--- src/rtl/rccf_ram.sv ---
// Simple dual-port synchronous RAM, one write and one registered read port.
// Depends on nothing.
module rccf_ram #(
  parameter int W  = 8,
  parameter int D  = 16,
  parameter int AW = 4
) (
  input  logic          clk,
  input  logic          we,
  input  logic [AW-1:0] waddr,
  input  logic [W-1:0]  wdata,
  input  logic [AW-1:0] raddr,
  output logic [W-1:0]  rdata_r
);

  logic [W-1:0] mem [D];

  always_ff @(posedge clk) begin
    if (we) begin
      mem[waddr] <= wdata;
    end
    rdata_r <= mem[raddr];
  end

endmodule

--- config.mk ---
export PLATFORM = sky130hd
export DESIGN_NAME = rccf_ram
export DESIGN_NICKNAME = d
export VERILOG_FILES = /design/src/rtl/rccf_ram.sv
export SDC_FILE = /design/constraint.sdc
export NUM_CORES = 1
export LEC_CHECK = 0
export ABC_CLOCK_PERIOD_IN_PS = 1700
export BUFFER_PORTS_ARGS = -buffer_cell sky130_fd_sc_hd__buf_2
export CAP_MARGIN = 30
export CORE_MARGIN = 3
export CORE_UTILIZATION = 30
export DETAILED_ROUTE_END_ITERATION = 10
export GPL_TIMING_DRIVEN = 0
export PLACE_DENSITY = 0.44
export SLEW_MARGIN = 40
export SYNTH_ARGS = -nofsm -noshare
export SYNTH_HDL_FRONTEND = slang
export SYNTH_SLANG_ARGS = --single-unit
export TNS_END_PERCENT = 1
--- constraint.sdc ---
create_clock -name clk -period 1.7 [get_ports clk]
set_clock_uncertainty 0.1 [all_clocks]
set_input_delay 0.255 -clock clk [delete_from_list [all_inputs] [get_ports clk]]
set_output_delay 0.255 -clock clk [all_outputs]
set_load 0.02 [all_outputs]
# Yosys cells after proc, flatten, opt, wreduce, memory -nomap -nowiden
# Memory sizes are Yosys's and may differ from the RTL's. A register that Yosys moved wholly into a read port is not among the register bits.
# Cells that the tools add are included.
# op_classes
n_mux,2
# op_table
op,count
$mux W1,2
# word_totals
ff_bits,0
ram_bits,128
in_bits,18
output_inout_bits,8
word_cells,3
mem_count,1
# mem_list
name,words,width,rd,rd_ports_with_merged_regs,wr,line,source
mem,16,8,1,1,1,16,logic [W-1:0] mem [D];

# Logic depth before layout (Yosys ltp)
# Gate-level depths: netlist of run 1.
# logic_depth
word_depth,2
mapped_depth,5
mapped_depth_nobuf,3

# Worst setup path before layout of run 1
# OpenSTA, ideal clock, no wires.
# synth_path
path_type,input to register
startpoint,in waddr[2]
endpoint,mem mem[0][0] (enable)
setup_ns,0.383
arrival_ns,1.365
required_ns,1.217
slack_ns,-0.148
cell_stages,2
n_path_buf,0
path_cell_list,or3b_2 > nor3_1
# synth_lines
element,line,source
"start, declared",10,"input logic [AW-1:0] waddr,"
"end, declared",16,
# Straight into the memory's write port.

# Worst setup path in the final report of run 1
# layout_path
startpoint,in waddr[2]
endpoint,mem mem[0][1] (enable)
# Straight into the memory's write port.

==> run metrics, run 1 <==
Slew HR 42.8%; startpoint types input pin; CTS Sinks 136; maximum vdd drop 0.000682 V; vias in the first global route 2,574; PostCTS Resize Cnt 1; final hold vios 0; highest-count cells in the layout ignoring fill and taps edfxtp_1, buf_2, mux4_2; first-pass GRT wire length 16,600 um; DRT antenna net count 0; FILL cells 1,558; Nets 290; WHS 146 ps; Leak Pwr 1.99 nW; Post-DP HPWL 7110 um; power density over the cells 1200 nW/um^2; Period minus WS final 1590 ps; Via density 4.73; most common cell after layout, fill and taps aside edfxtp_1; Die X 137 um; CTS Buf Count 17; Layout area overhead 18.4%; grt ovf 0; FMAX 630 MHz; Yosys cell types 19; drt first-iter violations 216; share of cells above drive strength 1 30.9%; clock latency on the worst-skew pair 410 ps; # hold bufs at CTS 0; TritonCTS clock tree done; CORE AREA 16,700 sq um; HP Class in -> reg; Synth Register Bits 136; CP Max Fanout 8; Slew @ Worst Pin 855 ps; pin count of the biggest net entering global routing 17; Die Y 137 um; Gate Count Post-Synth 229; Detailed Route WL 11,100 um; Clock Tree Buf Depth 2; TNS Setup 0 ps; RSZ-0062 raised after global routing no; initial antenna violation count 0; IO Count 26; Critical Path RT 1640 ps; Routed wire per std cell 22.0 um; Via Count 2,391; data arrival time of the critical path 1520 ps; setup violators final 0; htree depth 4; die area 18,800 sq um; Final Slew Violations 0; Synth Cell Area 5150 sq um; crit path cell chain buf_2, or3b_2, nor3_2; Max-Cap Viols 0; GP Congestion 0.702; diode count 0; share of the yosys chip area belonging to registers 77.8%; Synth warnings 0; Initial Util 30.8%; syn avg cell area 22.5 sq um; total setup buffers inserted after CTS 0; DRC 0; CTS root buffer clkbuf_16; syn_nets 247; run status finished, final reports clean; nature of the critical path endpoint flop; count of TritonRoute iterations in the first routing pass 4; total track usage 13.0%; CTS clk-pin slew, worst paths 50 ps; crit path kind in -> reg; Critical-path top delay cell nor3_2; # port buffers 24; period utilization 93.3%; Crit path largest cell delay 580 ps; count of standard-cell rows 47
## state kept, by name, indices dropped and copies added (netlist names)
signal   cells
rdata_r      8
mem        128
## logic make-up after synthesis
family / after synthesis / share of synthesized area (%)
flops: 136 / 77.8
simple gates: 35 / 3.18
mux: 32 / 15.0
compound gates: 16 / 2.33
buf+inv: 10 / 1.68
## Yosys cell counts
master,number,share of area [%]
mux4_2,18,7.9
mux4_1,14,7.1
nor3_1,4,0.39
and2b_1,1,0.15
a22oi_1,16,2.3
nor2_1,13,0.95
clkdlybuf4s25_2,3,0.58
or3b_2,1,0.17
edfxtp_1,128,75
nand2b_1,2,0.24
nand3_1,1,0.097
buf_4,1,0.15
and2_1,1,0.12
nand2_1,9,0.66
dfxtp_1,8,3.1
nand3b_1,2,0.29
buf_6,3,0.66
nor2b_1,1,0.12
buf_2,3,0.29
## cell type report
cell class,count,area (sq um),share of cell area [%]
plain buffers,10,86.3,1.42
clock buffers,26,479,7.86
well taps,220,275,4.51
flip-flops and latches,136,4000,65.7
clock inverters,6,26.3,0.431
repair buffers,24,120,1.97
multi-input cells,83,1110,18.1
## metal layers
metal  global-route usage (%)  routed length [um]  share of wire [%]
met5                        0                   0                  0
met4                     6.54                 243                2.2
met3                     3.16                 443                4.0
met2                     19.3                5100                 46
met1                     17.8                5340                 48
## critical path, delay by kind of cell
family | cells | cell delay, ps
buffers and inverters | 1 | 110
AND/OR/NAND/NOR | 2 | 1150
## report_power, final
group / internal (W) / switching (W) / total [W] / leakage [nW]
Sequential: 0.00375 / 0.0000159 / 0.00377 / 1.22
Combinational: 0.000151 / 0.000250 / 0.000401 / 0.521
Clock: 0.00191 / 0.00123 / 0.00315 / 0.249
Total: 0.00582 / 0.00150 / 0.00731 / 1.99
## path summary, 6_finish.rpt
kind	slack, ps	from	depth (start not counted)	end
max	110	waddr[2]	3	mem[0][1]
min	150	wdata[2]	1	mem[8][2]
max reg2reg	190	mem[15][7]	3	rdata_r[7]
min reg2reg	580	mem[11][2]	3	rdata_r[2]
## per-stage QoR
step / utilization (%) / setup slack [ps] / instance area, sq um / power [W] / std cells
floorplan: - / 78.9 / 5150 / 0.00405 / 229
global placement: 33.2 / -573 / 5550 / 0.00423 / 473
detailed placement: 33.4 / -444 / 5570 / 0.00424 / 473
CTS: 36.4 / 31.4 / 6080 / 0.00741 / 505
global route: 36.5 / 58.3 / 6100 / 0.00759 / 505
finish: 36.5 / 113 / 6100 / 0.00731 / 505
Power figures use the tool's default switching activity.
==> run 2: changes to the inputs <==
Settings changed: RECOVER_POWER from default to 25.
==> run metrics, run 2 (synthesis gave the netlist of run 1 again) <==
final hold vios 0 (unchanged); biggest regs mem (128), rdata_r (8) (unchanged); Slew @ Worst Pin 855 ps (about the same); Critical R2R Capture rdata_r[1] (was rdata_r[7]); highest-count cells in the layout ignoring fill and taps edfxtp_1, buf_2, mux4_2 (unchanged); most common cell after layout, fill and taps aside edfxtp_1 (unchanged); FILL cells 1,557 (was 1,558); DRT antenna net count 0 (unchanged); worst hold path depth 1 (unchanged); setup violators final 0 (unchanged); initial antenna violation count 0 (unchanged); worst hold start wdata[0] (was wdata[2]); crit-path leading delay family simple AND/OR/NAND/NOR gates (unchanged); CTS Sinks 136 (unchanged); Critical Path RT 1640 ps (about the same); drt first-iter violations 215 (was 216); CTS clk-pin slew, worst paths 50 ps (about the same); period utilization 93.3% (about the same); crit path cell chain buf_2, or3b_2, nor3_2 (unchanged); share of cells above drive strength 1 29.1% (was 30.9%); Via Count 2,391 (unchanged); Period minus WS final 1590 ps (about the same); die area 18,800 sq um (unchanged); Tot Pwr 0.00732 W (was 0.00731 W); Post-DP HPWL 7110 um (unchanged); RSZ-0062 raised after global routing no (unchanged); CP Max Fanout 8 (unchanged); setup slack after layout 113 ps (about the same); worst hold endpoint mem[0][0] (was mem[8][2]); cells on worst reg2reg path 3 (unchanged); vias in the first global route 2,574 (unchanged); Critical-path top delay cell nor3_2 (unchanged); Clock Tree Buf Depth 2 (unchanged); Slew HR 42.8% (about the same); Final Slew Violations 0 (unchanged); maximum vdd drop 0.000682 V (about the same); Crit path largest cell delay 580 ps (about the same); FMAX 630 MHz (about the same); data arrival time of the critical path 1520 ps (about the same); IO Count 26 (unchanged); run status finished, final reports clean (unchanged); total track usage 13.0% (unchanged); Layout area overhead 18.3% (was 18.4%); htree depth 4 (unchanged); CTS root buffer clkbuf_16 (unchanged); CTS Buf Count 17 (unchanged); Buf/Inv on CP 1 (unchanged); FF-to-FF setup slack 180 ps (was 190 ps); total setup buffers inserted after CTS 0 (unchanged); startpoint types input pin (unchanged); Die Y 137 um (unchanged); Initial Util 30.8% (unchanged); setup slack at placement -444 ps (unchanged); # port buffers 24 (unchanged); crit path kind in -> reg (unchanged); TritonCTS clock tree done (unchanged); # hold bufs at CTS 0 (unchanged); CORE AREA 16,700 sq um (unchanged); first-pass GRT wire length 16,600 um (unchanged); Detailed Route WL 11,100 um (about the same); pin count of the biggest net entering global routing 17 (unchanged); Via density 4.73 (unchanged); largest register by flop count mem (unchanged); GP Congestion 0.702 (unchanged); DRC 0 (unchanged); Nets 290 (unchanged); Leak Pwr 1.98 nW (was 1.99 nW); Routed wire per std cell 22.1 um (was 22.0 um); count of TritonRoute iterations in the first routing pass 4 (unchanged); Crit Reg-Reg Startpoint mem[4][1] (was mem[15][7]); nature of the critical path endpoint flop (unchanged); count of standard-cell rows 47 (unchanged); Max-Cap Viols 0 (unchanged); HP Class in -> reg (unchanged); grt ovf 0 (unchanged); clock latency on the worst-skew pair 410 ps (about the same); number of flip-flops in the largest register 128 (unchanged); power density over the cells 1200 nW/um^2 (about the same); diode count 0 (unchanged); Die X 137 um (unchanged)
==> run 2: changes by cell type in the layout (fill, tap and decap cells not counted) <==
cell      before  now
clkbuf_1       7   12
buf_2         27   22
==> run 2: worst max-delay path by stage <==
stage	slack, ps	cells after the start	to	from
global route	60	3	mem[0][1]	waddr[2]
detailed placement	-440	3	mem[2][0]	waddr[2]
floorplan	80	2	mem[3][0]	waddr[2]
finish	110	3	mem[0][1]	waddr[2]
CTS	30	3	mem[1][6]	waddr[2]
global placement	-570	3	mem[8][3]	waddr[2]
==> run 2: where the power goes <==
part	switching, W	total, W	internal (W)	leakage [nW]
logic	0.000251	0.000400	0.000149	0.507
clock network	0.00123	0.00315	0.00192	0.249
registers	0.0000158	0.00377	0.00375	1.22
total	0.00150	0.00732	0.00582	1.98
==> run 2: stage by stage <==
step | hold WS, ps | area [sq um] | utilization (%) | setup TNS, ps | instances
global placement | 558 | 5550 | 33.2 | -32140 | 473
finish | 170 | 6090 | 36.5 | 0 | 505
detailed placement | 570 | 5570 | 33.4 | -20870 | 473
CTS | 138 | 6080 | 36.4 | 0 | 505
global route | 172 | 6090 | 36.5 | 0 | 505
floorplan | 254 | 5150 | - | 0 | 229
==> run 2: routing by layer <==
metal	share of wire (%)	global-route usage [%]
met1	48	17.8
met2	46	19.3
met3	4.1	3.16
met4	2.2	6.54
met5	0	0
==> run 2: timing repair <==
| item | CTS | global route |
|---|---|---|
| endpoints found under the hold margin | 0 | 0 |
| resized for setup | 1 | 0 |
| endpoints found under the setup margin | 8 | 0 |
==> run 2: final cells by class <==
type,count,area (sq um),share of cell area (%)
flip-flops and latches,136,4000,65.7
multi-input cells,83,1110,18.2
clock buffers,26,479,7.87
well taps,220,275,4.52
repair buffers,24,114,1.87
plain buffers,10,86.3,1.42
clock inverters,6,26.3,0.431
