**config.mk**
```make
export PLATFORM = sky130hd
export DESIGN_NAME = rccf_seq
export DESIGN_NICKNAME = d
export VERILOG_FILES = /design/src/rtl/rccf_pkg.sv /design/src/rtl/rccf_seq.sv
export SDC_FILE = /design/constraint.sdc
export NUM_CORES = 1
export LEC_CHECK = 0
export ABC_AREA = 1
export BUFFER_PORTS_ARGS = -buffer_cell sky130_fd_sc_hd__buf_2
export CORE_MARGIN = 3
export CORE_UTILIZATION = 39
export CTS_BUF_LIST = sky130_fd_sc_hd__clkbuf_2 sky130_fd_sc_hd__clkbuf_4 sky130_fd_sc_hd__clkbuf_8
export DETAILED_ROUTE_END_ITERATION = 8
export GPL_TIMING_DRIVEN = 0
export PLACE_DENSITY = 0.69
export SLEW_MARGIN = 20
export SYNTH_ARGS = -nofsm -noshare
export SYNTH_HDL_FRONTEND = slang
export SYNTH_SLANG_ARGS = --single-unit
```
**constraint.sdc**
```tcl
create_clock -name clk -period 3.8 [get_ports clk]
set_input_delay 0.19 -clock clk [delete_from_list [all_inputs] [get_ports clk]]
set_output_delay 0.19 -clock clk [all_outputs]
set_load 0.02 [all_outputs]
```
**src/rtl/rccf_pkg.sv**
```systemverilog
// Types and constants of the RAM change candidate filter.
// Used by rccf_seq, the top level and the property module.
package rccf_pkg;

  localparam int HEAD_W = 6;
  localparam logic [7:0]  COUNT_CAP = 8'd255;
  localparam logic [1:0]  PULSE_MIN = 2'd2;
  localparam logic [6:0]  LIST_CAP  = 7'd64;
  localparam logic [11:0] TOTAL_CAP = 12'd4095;
  localparam logic [15:0] REACTION_RESET = 16'd30;
  localparam logic [15:0] SETTLE_RESET   = 16'd10;

  typedef enum logic [1:0] {
    CMD_OBSERVE      = 2'd0,
    CMD_MARK_CHANGED = 2'd1,
    CMD_MARK_SAME    = 2'd2,
    CMD_LIST         = 2'd3
  } cmd_t;

  typedef enum logic [1:0] {
    REG_REACTION = 2'd0,
    REG_SETTLE   = 2'd1
  } reg_idx_t;

  typedef enum logic [3:0] {
    ST_CLR,
    ST_IDLE,
    ST_OBS,
    ST_MK_META,
    ST_MK_TIME,
    ST_MK_WB,
    ST_MK_DONE,
    ST_LS_CHK,
    ST_LS_END
  } state_t;

  typedef struct packed {
    cmd_t        command;
    logic [10:0] address;
    logic [7:0]  byte_value;
    logic        frame_last;
    logic [6:0]  max_count;
    logic        want_pulses;
  } in_req_t;

  typedef struct packed {
    logic        result_kind;
    logic [11:0] held_total;
    logic [11:0] pulse_total;
    logic        found;
    logic [10:0] cand_address;
    logic [7:0]  cand_value;
    logic        cand_is_pulse;
    logic        last;
  } out_res_t;

  typedef struct packed {
    logic [15:0] reaction_frames;
    logic [15:0] settle_frames;
  } cfg_t;

  // per-address state word
  typedef struct packed {
    logic [7:0]        cur;
    logic [7:0]        mk;
    logic [HEAD_W-1:0] head;
    logic [7:0]        count;
    logic              held;
    logic              pulse;
  } meta_t;

  localparam meta_t META_RESET = '{cur: 8'd0, mk: 8'd0, head: '0, count: 8'd0,
                                   held: 1'b1, pulse: 1'b1};

endpackage

```
**src/rtl/rccf_seq.sv**
```systemverilog
// Command sequencer: observe read-modify-write, mark and list sweeps.
// Depends on rccf_pkg; drives the state-word RAM and the change-time RAM.
module rccf_seq
  import rccf_pkg::*;
#(
  parameter int RAM_BYTES     = 2048,
  parameter int HISTORY_DEPTH = 8,
  parameter int AW            = 11,
  parameter int TW            = 14
) (
  input  logic          clk,
  input  logic          rst_n,
  input  logic          start,
  output logic          busy,
  input  in_req_t       in_req,
  input  cfg_t          cfg,
  output logic          out_strobe,
  output out_res_t      out_res,
  output logic          meta_we,
  output logic [AW-1:0] meta_waddr,
  output meta_t         meta_wdata,
  output logic [AW-1:0] meta_raddr,
  input  meta_t         meta_rdata,
  output logic          times_we,
  output logic [TW-1:0] times_waddr,
  output logic [31:0]   times_wdata,
  output logic [TW-1:0] times_raddr,
  input  logic [31:0]   times_rdata
);

  localparam int KW = $clog2(HISTORY_DEPTH + 1);
  localparam int SW = $clog2(2 * HISTORY_DEPTH) + 1;
  localparam logic [AW-1:0] LAST_ADDR = AW'(RAM_BYTES - 1);

  state_t        state_r, state_nxt;
  logic [AW-1:0] addr_r, addr_nxt;
  logic [KW-1:0] k_r, k_nxt;
  meta_t         meta_r, meta_nxt;
  logic [1:0]    win_r, win_nxt;
  logic          quiet_r, quiet_nxt;
  logic          late_r, late_nxt;
  logic [11:0]   held_cnt_r, held_cnt_nxt;
  logic [11:0]   pulse_cnt_r, pulse_cnt_nxt;
  logic [31:0]   win_from_r, win_from_nxt;
  logic [32:0]   late_from_r, late_from_nxt;
  logic          changed_r, changed_nxt;
  logic [31:0]   fn_r, fn_nxt;
  logic [31:0]   ps_r, ps_nxt;
  logic          ever_r, ever_nxt;
  logic [7:0]    obs_val_r, obs_val_nxt;
  logic          obs_last_r, obs_last_nxt;
  logic          obs_ok_r, obs_ok_nxt;
  logic [6:0]    maxc_r, maxc_nxt;
  logic [6:0]    n_r, n_nxt;
  logic          pulses_r, pulses_nxt;
  logic          pend_r, pend_nxt;
  logic [AW-1:0] pend_addr_r, pend_addr_nxt;
  logic [7:0]    pend_val_r, pend_val_nxt;
  logic          out_strobe_r, out_strobe_nxt;
  out_res_t      out_res_r, out_res_nxt;

  logic          accept;
  logic          t_win, t_late, hot, new_held, new_pulse, flag;
  meta_t         upd;
  logic [SW-1:0] next_head;

  function automatic logic [KW-1:0] known_of(input logic [7:0] cnt);
    known_of = (cnt < 8'(HISTORY_DEPTH)) ? KW'(cnt) : KW'(HISTORY_DEPTH);
  endfunction

  // ring slot of the k-th most recent change
  function automatic logic [TW-1:0] taddr(input logic [AW-1:0] a,
                                          input logic [HEAD_W-1:0] head,
                                          input logic [KW-1:0] k);
    logic [SW-1:0] s;
    s = SW'(head) + SW'(HISTORY_DEPTH - 1) - SW'(k);
    if (s >= SW'(HISTORY_DEPTH)) s = s - SW'(HISTORY_DEPTH);
    taddr = TW'(a) * TW'(HISTORY_DEPTH) + TW'(s);
  endfunction

  assign busy       = (state_r != ST_IDLE) || out_strobe_r;
  assign accept     = start && !busy;
  assign out_strobe = out_strobe_r;
  assign out_res    = out_res_r;

  assign t_win  = times_rdata >= win_from_r;
  assign t_late = {1'b0, times_rdata} >= late_from_r;
  assign hot    = meta_r.count > 8'(HISTORY_DEPTH);
  assign flag   = pulses_r ? meta_rdata.pulse : meta_rdata.held;

  always_comb begin
    state_nxt      = state_r;
    addr_nxt       = addr_r;
    k_nxt          = k_r;
    meta_nxt       = meta_r;
    win_nxt        = win_r;
    quiet_nxt      = quiet_r;
    late_nxt       = late_r;
    held_cnt_nxt   = held_cnt_r;
    pulse_cnt_nxt  = pulse_cnt_r;
    win_from_nxt   = win_from_r;
    late_from_nxt  = late_from_r;
    changed_nxt    = changed_r;
    fn_nxt         = fn_r;
    ps_nxt         = ps_r;
    ever_nxt       = ever_r;
    obs_val_nxt    = obs_val_r;
    obs_last_nxt   = obs_last_r;
    obs_ok_nxt     = obs_ok_r;
    maxc_nxt       = maxc_r;
    n_nxt          = n_r;
    pulses_nxt     = pulses_r;
    pend_nxt       = pend_r;
    pend_addr_nxt  = pend_addr_r;
    pend_val_nxt   = pend_val_r;
    out_strobe_nxt = 1'b0;
    out_res_nxt    = '0;
    meta_we        = 1'b0;
    meta_waddr     = addr_r;
    meta_wdata     = meta_r;
    meta_raddr     = addr_r;
    times_we       = 1'b0;
    times_waddr    = '0;
    times_wdata    = fn_r + 32'd1;
    times_raddr    = '0;
    upd            = meta_rdata;
    next_head      = '0;
    new_held       = 1'b0;
    new_pulse      = 1'b0;

    unique case (state_r)
      ST_CLR: begin
        meta_we    = 1'b1;
        meta_wdata = META_RESET;
        if (addr_r == LAST_ADDR) begin
          addr_nxt  = '0;
          state_nxt = ST_IDLE;
        end else begin
          addr_nxt = addr_r + AW'(1);
        end
      end

      ST_IDLE: begin
        if (accept) begin
          unique case (in_req.command)
            CMD_OBSERVE: begin
              addr_nxt     = AW'(in_req.address);
              meta_raddr   = AW'(in_req.address);
              obs_val_nxt  = in_req.byte_value;
              obs_last_nxt = in_req.frame_last;
              obs_ok_nxt   = {6'd0, in_req.address} < 17'(RAM_BYTES);
              state_nxt    = ST_OBS;
            end
            CMD_MARK_CHANGED, CMD_MARK_SAME: begin
              addr_nxt       = '0;
              meta_raddr     = '0;
              changed_nxt    = (in_req.command == CMD_MARK_CHANGED);
              win_from_nxt   = (fn_r > 32'(cfg.reaction_frames)) ?
                               fn_r - 32'(cfg.reaction_frames) : 32'd0;
              late_from_nxt  = {1'b0, ps_r} + 33'(cfg.settle_frames);
              held_cnt_nxt   = '0;
              pulse_cnt_nxt  = '0;
              state_nxt      = ST_MK_META;
            end
            CMD_LIST: begin
              addr_nxt   = '0;
              meta_raddr = '0;
              maxc_nxt   = (in_req.max_count > LIST_CAP) ? LIST_CAP : in_req.max_count;
              n_nxt      = '0;
              pend_nxt   = 1'b0;
              pulses_nxt = in_req.want_pulses;
              state_nxt  = (!ever_r || in_req.max_count == 7'd0) ? ST_LS_END : ST_LS_CHK;
            end
          endcase
        end
      end

      ST_OBS: begin
        if (obs_ok_r) begin
          meta_we = 1'b1;
          if (fn_r == 32'd0) begin
            upd.cur = obs_val_r;
            upd.mk  = obs_val_r;
          end else if (meta_rdata.cur != obs_val_r) begin
            times_we    = 1'b1;
            times_waddr = TW'(addr_r) * TW'(HISTORY_DEPTH) + TW'(meta_rdata.head);
            next_head   = SW'(meta_rdata.head) + SW'(1);
            upd.cur     = obs_val_r;
            upd.head    = (next_head == SW'(HISTORY_DEPTH)) ? '0 : HEAD_W'(next_head);
            if (meta_rdata.count != COUNT_CAP) upd.count = meta_rdata.count + 8'd1;
          end
          meta_wdata = upd;
        end
        if (obs_last_r) fn_nxt = fn_r + 32'd1;
        state_nxt = ST_IDLE;
      end

      ST_MK_META: begin
        meta_nxt  = meta_rdata;
        win_nxt   = '0;
        quiet_nxt = 1'b0;
        late_nxt  = 1'b0;
        k_nxt     = '0;
        if (known_of(meta_rdata.count) != '0) begin
          times_raddr = taddr(addr_r, meta_rdata.head, '0);
          state_nxt   = ST_MK_TIME;
        end else begin
          state_nxt = ST_MK_WB;
        end
      end

      ST_MK_TIME: begin
        if (t_late) late_nxt = 1'b1;
        if (t_win) begin
          if (win_r != PULSE_MIN) win_nxt = win_r + 2'd1;
        end else if (t_late) begin
          quiet_nxt = 1'b1;
        end
        if (k_r + KW'(1) < known_of(meta_r.count)) begin
          k_nxt       = k_r + KW'(1);
          times_raddr = taddr(addr_r, meta_r.head, k_r + KW'(1));
        end else begin
          state_nxt = ST_MK_WB;
        end
      end

      ST_MK_WB: begin
        if (changed_r) begin
          new_held  = meta_r.held && !hot && !quiet_r && win_r != 2'd0 &&
                      meta_r.cur != meta_r.mk;
          new_pulse = meta_r.pulse && !hot && !quiet_r && win_r == PULSE_MIN &&
                      meta_r.cur == meta_r.mk;
        end else begin
          new_held  = meta_r.held && !(hot || late_r);
          new_pulse = meta_r.pulse && !(hot || late_r);
        end
        meta_we    = 1'b1;
        meta_wdata = '{cur: meta_r.cur, mk: meta_r.cur, head: '0, count: 8'd0,
                       held: new_held, pulse: new_pulse};
        if (new_held && held_cnt_r != TOTAL_CAP) held_cnt_nxt = held_cnt_r + 12'd1;
        if (new_pulse && pulse_cnt_r != TOTAL_CAP) pulse_cnt_nxt = pulse_cnt_r + 12'd1;
        if (addr_r == LAST_ADDR) begin
          state_nxt = ST_MK_DONE;
        end else begin
          addr_nxt   = addr_r + AW'(1);
          meta_raddr = addr_r + AW'(1);
          state_nxt  = ST_MK_META;
        end
      end

      ST_MK_DONE: begin
        out_strobe_nxt          = 1'b1;
        out_res_nxt.held_total  = held_cnt_r;
        out_res_nxt.pulse_total = pulse_cnt_r;
        out_res_nxt.last        = 1'b1;
        ps_nxt    = fn_r;
        ever_nxt  = 1'b1;
        state_nxt = ST_IDLE;
      end

      ST_LS_CHK: begin
        // hold one found entry back so the final one can carry last
        if (flag) begin
          if (pend_r) begin
            out_strobe_nxt            = 1'b1;
            out_res_nxt.result_kind   = 1'b1;
            out_res_nxt.found         = 1'b1;
            out_res_nxt.cand_address  = 11'(pend_addr_r);
            out_res_nxt.cand_value    = pend_val_r;
            out_res_nxt.cand_is_pulse = pulses_r;
          end
          pend_nxt      = 1'b1;
          pend_addr_nxt = addr_r;
          pend_val_nxt  = meta_rdata.cur;
          n_nxt         = n_r + 7'd1;
        end
        if ((flag && n_r + 7'd1 == maxc_r) || addr_r == LAST_ADDR) begin
          state_nxt = ST_LS_END;
        end else begin
          addr_nxt   = addr_r + AW'(1);
          meta_raddr = addr_r + AW'(1);
        end
      end

      ST_LS_END: begin
        out_strobe_nxt            = 1'b1;
        out_res_nxt.result_kind   = 1'b1;
        out_res_nxt.found         = pend_r;
        out_res_nxt.cand_address  = pend_r ? 11'(pend_addr_r) : 11'd0;
        out_res_nxt.cand_value    = pend_r ? pend_val_r : 8'd0;
        out_res_nxt.cand_is_pulse = pulses_r;
        out_res_nxt.last          = 1'b1;
        state_nxt = ST_IDLE;
      end

      default: begin
        state_nxt = ST_IDLE;
      end
    endcase
  end

  always_ff @(posedge clk) begin
    if (!rst_n) begin
      state_r      <= ST_CLR;
      addr_r       <= '0;
      fn_r         <= '0;
      ps_r         <= '0;
      ever_r       <= 1'b0;
      out_strobe_r <= 1'b0;
      pend_r       <= 1'b0;
    end else begin
      state_r      <= state_nxt;
      addr_r       <= addr_nxt;
      fn_r         <= fn_nxt;
      ps_r         <= ps_nxt;
      ever_r       <= ever_nxt;
      out_strobe_r <= out_strobe_nxt;
      pend_r       <= pend_nxt;
    end
  end

  always_ff @(posedge clk) begin
    k_r          <= k_nxt;
    meta_r       <= meta_nxt;
    win_r        <= win_nxt;
    quiet_r      <= quiet_nxt;
    late_r       <= late_nxt;
    held_cnt_r   <= held_cnt_nxt;
    pulse_cnt_r  <= pulse_cnt_nxt;
    win_from_r   <= win_from_nxt;
    late_from_r  <= late_from_nxt;
    changed_r    <= changed_nxt;
    obs_val_r    <= obs_val_nxt;
    obs_last_r   <= obs_last_nxt;
    obs_ok_r     <= obs_ok_nxt;
    maxc_r       <= maxc_nxt;
    n_r          <= n_nxt;
    pulses_r     <= pulses_nxt;
    pend_addr_r  <= pend_addr_nxt;
    pend_val_r   <= pend_val_nxt;
    out_res_r    <= out_res_nxt;
  end

endmodule

```
After elaboration in Yosys (flattened, before gate mapping)
Index checks and enable logic that the tools add are counted.
{"block": "totals", "output_inout_bits": 165, "mem_bits_ro": 0, "ramBits": 0, "reg_bits": 302, "latchBits": 0, "wordCells": 233, "mem_count": 0, "inputBits": 129}
{"block": "classes", "n_mux": 80, "shift": 0, "n_bitwise": 0, "multipliers": 0, "div": 0, "reduce_logical": 50, "n_eq_ne": 37, "magnitude_cmp": 10, "add_sub_neg": 19}
{"op": "2-to-1 mux 14 bit", "count": 7}
{"op": "case mux 32 bit (3 select lines)", "count": 1}
{"op": "2-to-1 mux 11 bit", "count": 5}
{"op": "2-to-1 mux 12 bit", "count": 4}
{"op": "case mux 12 bit (2 select lines)", "count": 2}
{"op": "case mux 11 bit (4 select lines)", "count": 1}
{"op": "2-to-1 mux 21 bit", "count": 2}
{"op": "case mux 21 bit (2 select lines)", "count": 1}
{"op": "2-to-1 mux 8 bit", "count": 5}
{"op": "2-to-1 mux 5 bit", "count": 7}
{"op": "adder 32 x 16 -> 33 bit", "count": 1}
{"op": ">= comparator 32 x 33 -> 1 bit", "count": 1}
{"op": "case mux 11 bit (3 select lines)", "count": 1}
{"op": "adder 32 x 1 -> 32 bit (second input constant)", "count": 1}
{"op": ">= comparator 32 bit", "count": 1}
{"op": "greater-than comparator 32 x 16 -> 1 bit", "count": 1}
{"op": "zero test 32 bit", "count": 1}
{"op": "2-to-1 mux 4 bit", "count": 8}
{"op": "subtractor 32 x 16 -> 32 bit", "count": 1}
{"op": "!= test 2 bit (second input constant)", "count": 15}
{"op": "adder 14 x 5 -> 14 bit", "count": 2}
{"op": "case mux 14 bit (2 select lines)", "count": 1}
{"op": "adder 12 x 1 -> 12 bit (second input constant)", "count": 2}
{"op": "!= test 12 bit (second input constant)", "count": 2}
{"op": "52 further kinds", "count": 123}

Depth between registers and ports, before layout
Gate-level depths: netlist of run 1.
{"block": "logic_depth", "word_depth": 11, "mapped_depth": 21, "depth_no_buf": 21}

Worst setup path before layout of run 1
No wires, ideal clock.
{"block": "synth_path", "kind": "register to register", "from": "register state_r[0]", "to": "register changed_r (enable)", "path_stages_with_launch": 5, "t_arrival_ps": 3604, "t_required_ps": 3310, "setup_ps": 490, "path_slack_ps": -294, "synth_period_minus_slack_ps": 4094, "n_path_buf": 0, "path_cell_list": "dfxtp_1 -> nand2_2 -> nor2_4 -> nand3_4 -> nor2_1"}
{"block": "synth_via", "elab_chain_cells": 5, "word_cells_on_any_way": 6, "cone_classes": "2 x eq/ne; 4 x reduce/logical"}
{"element": "start: declaration", "line": "rccf_seq.sv:35", "source": "state_t state_r, state_nxt;"}
{"element": "start signal: assignment", "line": "rccf_seq.sv:312", "source": "state_r <= state_nxt;"}
{"element": "!= test 4 x 1 -> 1 bit", "line": "rccf_seq.sv:81", "source": "assign busy = (state_r != ST_IDLE) || out_strobe_r;"}
{"element": "logical OR 1 bit", "line": "rccf_seq.sv:81"}
{"element": "zero test 1 bit", "line": "rccf_seq.sv:82", "source": "assign accept = start && !busy;"}
{"element": "logical AND 1 bit", "line": "rccf_seq.sv:82"}
{"element": "AND reduction 3 bit (no source line) (*)"}
{"element": "end signal: assignment", "line": "rccf_seq.sv:332", "source": "changed_r <= changed_nxt;"}
{"element": "end: declaration", "line": "rccf_seq.sv:46", "source": "logic changed_r, changed_nxt;"}
Mark *: on every way between the ends. The rest lies on a longest branch, timed or not.
A chain may end at the register's enable or synchronous reset.

Final worst setup path of run 1
{"block": "layout_path", "from": "register k_r[0]", "to": "output times_raddr[8]"}
{"block": "layout_via", "elab_chain_cells": 9, "word_cells_on_any_way": 11, "cone_classes": "4 x add/sub; 2 x order compare; 5 x mux"}
{"element": "start: declaration", "line": "rccf_seq.sv:37", "source": "logic [KW-1:0] k_r, k_nxt;"}
{"element": "start signal: assignment", "line": "rccf_seq.sv:323", "source": "k_r <= k_nxt;"}
{"element": "adder 4 x 1 -> 4 bit (*)", "line": "rccf_seq.sv:219, rccf_seq.sv:221"}
{"element": "subtractor 5 x 4 -> 5 bit", "line": "rccf_seq.sv:76", "source": "s = SW'(head) + SW'(HISTORY_DEPTH - 1) - SW'(k);"}
{"element": "subtractor 5 x 4 -> 5 bit or >= comparator 5 x 4 -> 1 bit (tied branches)", "line": "rccf_seq.sv:77", "source": "if (s >= SW'(HISTORY_DEPTH)) s = s - SW'(HISTORY_DEPTH);"}
{"element": "2-to-1 mux 5 bit", "line": "rccf_seq.sv:77"}
{"element": "2-to-1 mux 5 bit", "line": "rccf_seq.sv:219", "source": "if (k_r + KW'(1) < known_of(meta_r.count)) begin"}
{"element": "2-to-1 mux 5 bit", "line": "rccf_seq.sv:131", "source": "unique case (state_r)"}
{"element": "adder 14 x 5 -> 14 bit", "line": "rccf_seq.sv:78", "source": "taddr = TW'(a) * TW'(HISTORY_DEPTH) + TW'(s);"}
{"element": "2-to-1 mux 14 bit (*)", "line": "rccf_seq.sv:219"}
{"element": "case mux 14 bit (2 select lines) (*)", "line": "rccf_seq.sv:131"}
{"element": "end: declaration", "line": "rccf_seq.sv:27", "source": "output logic [TW-1:0] times_raddr,"}
Mark *: on every way between the ends. The rest lies on a longest branch, timed or not. The select of a mux whose other input is x is not followed.

==> metrics.csv, run 1 <==
metric,value,unit
grt_pass1_wl,96.6,mm
synth_top_cells_by_area,"edfxtp_1, dfxtp_1, ha_1",
yosys_warnings,0,
wirelength,64.2,mm
worstReg2RegEnd,win_from_r[19]$_SDFFCE_PP0P_,
dpl.cell_count,3401,
grt_pass1_vias,17900,
r2r_cells,15,
most-common-layout-cells,"nand2_1, inv_1, buf_2",
worstSetupPathType,flop to output pin,
vias,18500,
r2r-start,fn_r[0]$_SDFFE_PN0P_,
synth_seq_cells,302,
dieArea,0.0518,mm2
outcome,"complete, but fails checks",
hpwl,49.6,mm
rrSetupSlack,0.71,ns
p_leak,11.5,nW
place_ws,-0.431,ns
yosysTopAreaCell,edfxtp_1,
ys_types,60,
start_util,39.8,%
grt_start_max_net_pins,29,
holdCritPathClass,primary input to flop,
seq_area_frac_synth,40.6,%
synth_edf_count,173,
grt_antenna_before_repair,0,
synth.top_cell.area_share,27.1,%
nets,3149,
drc_errors,0,
nFillCells,4570,
crit_slowest_cell,edfxtp_1,
core-area,0.0481,mm2
skew,0.0375,ns
powerDensity,595,mW/mm2
critPathBufInv,3,
num_rows,80,
post-route-min-period,4.41,ns
ir_drop,0.357,mV
fmax,0.227,GHz
violations,setup timing,
end_kind,output pin,
synthFlopType,edfxtp_1,
cp_common_cell,ha_4,
portBuffers,293,
firstDrtPassIters,6,
syn_area,0.0191,mm2
synth_top_family_by_area,simple AND/OR/NAND/NOR gates,
wl_per_cell,17.9,um
critPathMaxStageDelay,0.46,ns
gp_congestion,0.907,
hold_violations,0,
insertion_delay,0.67,ns
worst-path-stages,17,
cts_sinks,302,
synthCells,2448,
syn_nets,2714,
drv_cap,0,
die_w,228,um
drtIter0Drc,1542,
cts.clk_slew.worst_paths,0.06,ns
drive_above_1_share,18.9,%
numCtsBuffers,57,
worstSetupStartpoint,k_r[0]$_SDFFCE_PN0P_,
syn_area_per_cell,7.82,um2
gr-total-overflow,0,
h-tree-depth,2,
path_cells,"ha_4, inv_4, ha_4, ha_4, fa_2, xnor2_4, nor3_2, nand3_2, nand2_4, mux2i_4, ha_4, a21oi_4, nor3_4, buf_4, xor2_2, o22ai_2, buf_6",
crit_family,adder cells,
ant_nets,0,
track_usage,23.8,%
async_flop_share,0,%
synth_fa_ha_area_share,9.19,%
cts_root_buf,clkbuf_8,
fin_crit_sh,116,%
final_cells,3588,
syn_to_final_growth,25.0,%
required,3.61,ns
clock_path_buffers,3,
synth-simple-area-share,22.0,%
setup_slack,-0.609,ns
rsz0062_at_grt,true,
ios,294,
slew_headroom,33.8,%
arrival,4.22,ns
die_h,228,um
p_total,14.2,mW
crit_path_max_fanout,3,
worst-slew-pin-transition,0.992,ns
crit_end,times_raddr[8],
slew_violations,0,
synth_compound_area_share,12.9,%
synth_mux_area_share,0.105,%
synth_xor_area_share,5.53,%
whs,0.0455,ns
cts_tree,yes,
viasPerCell,5.15,
cp-start-kind,flop,
setup_viol,10,
## sequential cells by signal, summed over array words and instances (netlist names), 4 cells and up
name,count
held_cnt_r,12
pend_val_r,8
pulse_cnt_r,12
meta_waddr,11
pend_addr_r,11
n_r,7
out_res,47
win_from_r,32
state_r,4
late_from_r,33
ps_r,32
maxc_r,7
obs_val_r,8
fn_r,32
k_r,4
meta_r,32
## routing by layer
metal | part of all wire [%] | vias up | global-route usage [%] | wire, um
met2 | 47 | 718 | 39.4 | 30000
li1 | - | 8983 | - | -
met1 | 43 | 8657 | 31.7 | 27700
met5 | 0 | - | 0 | 0
met3 | 7.1 | 138 | 4.56 | 4540
met4 | 3.1 | 0 | 7.57 | 1980
## worst min-delay path, stage by stage
cell and delay, ns:
buf_2 0.11, fa_1 0.16, nor2_1 0.07
## timing repair
action	CTS	global route
hold endpoints to repair	72	0
resized for setup	58	22
pin swaps	26	25
hold buffers	64	0
buffers inserted	11	4
endpoints found under the setup margin	11	13
cloned	0	0
## stage by stage
| step | setup TNS [ns] | util [%] | cell area [um2] |
|---|---|---|---|
| floorplan | 0 | - | 19100 |
| global placement | -8.56 | 44.5 | 21400 |
| detailed placement | -2.47 | 44.7 | 21500 |
| CTS | -5.89 | 49.4 | 23800 |
| global route | -6.97 | 49.7 | 23900 |
| finish | -5.01 | 49.7 | 23900 |
## where the power goes
group          leakage, nW  internal (mW)  switching, mW
Combinational         8.22           2.13           4.28
Sequential            2.64           3.96          0.308
Clock                0.690           2.04           1.51
Total                 11.5           8.14           6.10
## worst min-delay path by stage
| stage | cells after the start | end | startpoint | slack, ns |
|---|---|---|---|---|
| after floorplan | 0 | meta_r[0]$_DFFE_PP_ | meta_rdata[0] | 0.29 |
| after global placement | 1 | obs_val_r[5]$_DFFE_PP_ | in_req[14] | 0.37 |
| after detailed placement | 1 | obs_val_r[0]$_DFFE_PP_ | in_req[9] | 0.37 |
| after CTS | 7 | meta_waddr[2]$_SDFFE_PN0P_ | in_req[19] | 0.004 |
| after global routing | 3 | win_from_r[1]$_SDFFCE_PP0P_ | cfg[17] | 0.05 |
| final | 3 | win_from_r[1]$_SDFFCE_PP0P_ | cfg[17] | 0.05 |
## logic make-up (layout without fill, tap and decap cells)
group	Yosys count	in the layout
simple gates	955	955
buf+inv	479	962
compound gates	453	453
flops	302	302
fa+ha+maj	137	137
xor+xnor	120	120
mux	2	2
other cells	0	1
## area by class of cell
type	count	area (um2)	area share (%)
flip-flops and latches	302	7780	32.5
well taps	656	821	3.43
clock inverters	26	248	1.04
plain buffers	55	246	1.03
clock buffers	81	1030	4.32
diodes	1	2.50	0.0105
repair buffers	376	2360	9.88
multi-input cells	1667	9850	41.1
inverters	424	1590	6.66
## cells in the mapped netlist, drive strengths merged (3+ instances only)
| cell type | count |
|---|---|
| a31oi | 9 |
| clkbuf | 27 |
| o22ai | 15 |
| nor4 | 14 |
| a21oi | 204 |
| o211ai | 22 |
| nand4 | 50 |
| fa | 6 |
| edfxtp | 173 |
| buf | 28 |
| nand2 | 413 |
| nand3b | 6 |
| clkinv | 3 |
| a211oi | 4 |
| and3 | 4 |
| dfxtp | 129 |
| nand3 | 137 |
| a21o | 4 |
| o21a | 7 |
| nor3 | 39 |
| inv | 421 |
| xnor2 | 29 |
| a22oi | 3 |
| o21ai | 171 |
| or2 | 6 |
| nor3b | 3 |
| ha | 131 |
| xor2 | 91 |
| nor2 | 283 |
Note: power is estimated with default switching activity, not from simulation.
==> run 2: changes to the inputs <==
- CORE_ASPECT_RATIO: not set -> 1.2
- CORE_MARGIN: 3 -> 4
==> run 2 against run 1 <==
Against the previous run: global-route usage decreased by 1.5 points; final cell count decreased by 0.47%; clock skew increased by 0.027 ns; sequential power about the same; die area increased by 1.8%; flip-flop and latch count unchanged; the flow still finishes with violations (setup timing); via count decreased by 2.5%.
==> metrics.csv, run 2 (synthesis results as in run 1) <==
metric,value,unit,change
cts_tree,yes,,
core-area,0.0483,mm2,+0.40%
hold_violations,0,,unchanged
drtIter0Drc,1139,,-26%
grt_pass1_wl,93.4,mm,-3.3%
r2r_cells,15,,unchanged
worstSetupPathType,flop to output pin,,
violations,setup timing,,
num_rows,88,,+10%
drv_cap,0,,unchanged
ant_nets,0,,unchanged
worst-slew-pin-transition,1.00,ns,+0.0103 ns
dieArea,0.0527,mm2,+1.8%
track_usage,22.3,%,-1.5 points
cellInternalPower,8.08,mW,-0.76%
viasPerCell,5.05,,-2.0%
ir_drop,0.351,mV,-1.7%
cts_root_buf,clkbuf_8,,
cts_sinks,302,,unchanged
grt_antenna_before_repair,11,,+11
nets,3156,,+0.22%
required,3.61,ns,about the same
setup_tns,-4.90,ns,+0.110 ns
post-route-min-period,4.37,ns,-0.0368 ns
outcome,"complete, but fails checks",,
switchingPower,5.84,mW,-4.2%
firstDrtPassIters,6,,unchanged
arrival,4.18,ns,-0.04 ns
skew,0.0649,ns,+0.0275 ns
dpl.cell_count,3375,,-0.76%
rrSetupSlack,0.61,ns,-0.10 ns
place_ws,-0.482,ns,-0.0505 ns
drc_errors,0,,unchanged
gr-total-overflow,0,,unchanged
wl_per_cell,17.3,um,-3.1%
numCtsBuffers,53,,-7.0%
worstSetupStartpoint,k_r[0]$_SDFFCE_PN0P_,,
wirelength,61.9,mm,-3.6%
most-common-layout-cells,"nand2_1, inv_1, buf_2",,
drive_above_1_share,18.2,%,-0.78 points
r2r-start,fn_r[0]$_SDFFE_PN0P_,,
powerDensity,582,mW/mm2,-2.1%
final_cells,3571,,-0.47%
insertion_delay,0.67,ns,about the same
fin_crit_sh,115,%,-0.97 points
grt_start_max_net_pins,29,,unchanged
slew_violations,0,,unchanged
placed_area,0.0215,mm2,-0.16%
vias,18000,,-2.5%
start_util,39.6,%,-0.16 points
crit_end,times_raddr[11],,
die_h,251,um,+10%
p_leak,11.5,nW,about the same
fmax,0.229,GHz,+0.84%
worstReg2RegEnd,win_from_r[18]$_SDFFCE_PP0P_,,
clock_path_buffers,3,,unchanged
setup_viol,10,,unchanged
setup_slack,-0.573,ns,+0.0368 ns
rsz0062_at_grt,true,,
final_area,0.0239,mm2,-0.13%
nFillCells,4722,,+3.3%
largest_reg_flops,47,,unchanged
crit_path_max_fanout,4,,+1
pwr-share-clk,25.3,%,+0.4 points
end_kind,output pin,,
slew_headroom,32.8,%,-0.98 points
h-tree-depth,2,,unchanged
cp-start-kind,flop,,
gp_congestion,0.986,,+8.7%
swShare,42.0,%,-0.86 points
cts.clk_slew.worst_paths,0.06,ns,about the same
ios,294,,unchanged
die_w,210,um,-7.6%
syn_to_final_growth,24.8,%,
combPwrFrac,44.2,%,-0.8 points
hpwl,48.7,mm,-1.8%
whs,0.0594,ns,+0.0139 ns
portBuffers,293,,unchanged
grt_pass1_vias,17700,,-1.5%
holdCritPathClass,primary input to flop,,
seqPwrFrac,30.5,%,+0.5 points
[run 2: changes by cell type in the layout (fill, tap and decap cells not counted), moves of 3 or more]
cell	before	now
buf_4	19	26
buf_6	10	4
bufinv_16	4	7
clkbuf_8	68	58
clkinv_1	6	12
clkinv_2	16	8
diode_2	1	6
dlygate4sd3_1	64	74
o22ai_1	11	14
o22ai_2	4	1
[run 2: final cells by class]
class / count / area [um2] / area share [%]
inverters: 424 / 1590 / 6.67
diodes: 6 / 15.0 / 0.0628
multi-input cells: 1667 / 9800 / 41.0
repair buffers: 387 / 2440 / 10.2
flip-flops and latches: 302 / 7780 / 32.5
clock inverters: 29 / 345 / 1.44
well taps: 630 / 788 / 3.30
clock buffers: 71 / 896 / 3.75
plain buffers: 55 / 246 / 1.03
[run 2: power groups by stage]
stage	clock network (mW)	logic [mW]	registers, mW
2_1_floorplan	0	3.68	4.26
3_3_place_gp	0	5.43	4.29
3_5_place_dp	0	5.50	4.30
4_1_cts	3.61	5.91	4.23
5_1_grt	3.73	6.72	4.28
6_report	3.53	6.15	4.24
[run 2: critical path: stages (launching register included)]
cell      delay, ns
edfxtp_1       0.49
ha_4           0.33
inv_4          0.04
ha_4           0.21
ha_4           0.16
fa_2           0.38
xnor2_4        0.18
nor3_2         0.16
nand3_2        0.12
nand2_4        0.11
mux2i_4        0.28
fa_2           0.30
inv_2          0.06
nor2_4         0.14
nand2_2        0.07
xor2_1         0.14
o21ai_1        0.20
buf_4          0.19
[run 2: worst min-delay path by stage]
stage / from / endpoint / slack (ns) / cells after the start
floorplan: meta_rdata[0] / meta_r[0]$_DFFE_PP_ / 0.29 / 0
global route: start / changed_r$_DFFE_PP_ / 0.05 / 3
finish: cfg[3] / late_from_r[3]$_DFFE_PP_ / 0.06 / 3
global placement: in_req[8] / obs_last_r$_DFFE_PP_ / 0.37 / 1
CTS: cfg[3] / late_from_r[3]$_DFFE_PP_ / 0.001 / 3
detailed placement: in_req[11] / obs_val_r[2]$_DFFE_PP_ / 0.37 / 1
[run 2: what timing repair did]
item                                   in CTS  in global routing
setup buffers                               7                  9
gates cloned                                0                  0
endpoints found under the hold margin      78                  0
gates resized for setup                    48                 17
hold buffers                               74                  0
setup endpoints to repair                  11                 12
pin swaps                                  21                 20
[run 2: metrics by stage]
step	utilization [%]	power (mW)
final	49.5	13.9
after detailed placement	44.5	9.80
after floorplan	-	7.94
after global routing	49.4	14.7
after global placement	44.3	9.73
after CTS	49.1	13.8
[run 2: layer usage]
metal	global-route usage [%]	wire length, um
met1	25.2	24000
met2	40.7	30900
met3	4.65	4170
met5	0	64
met4	9.57	2760
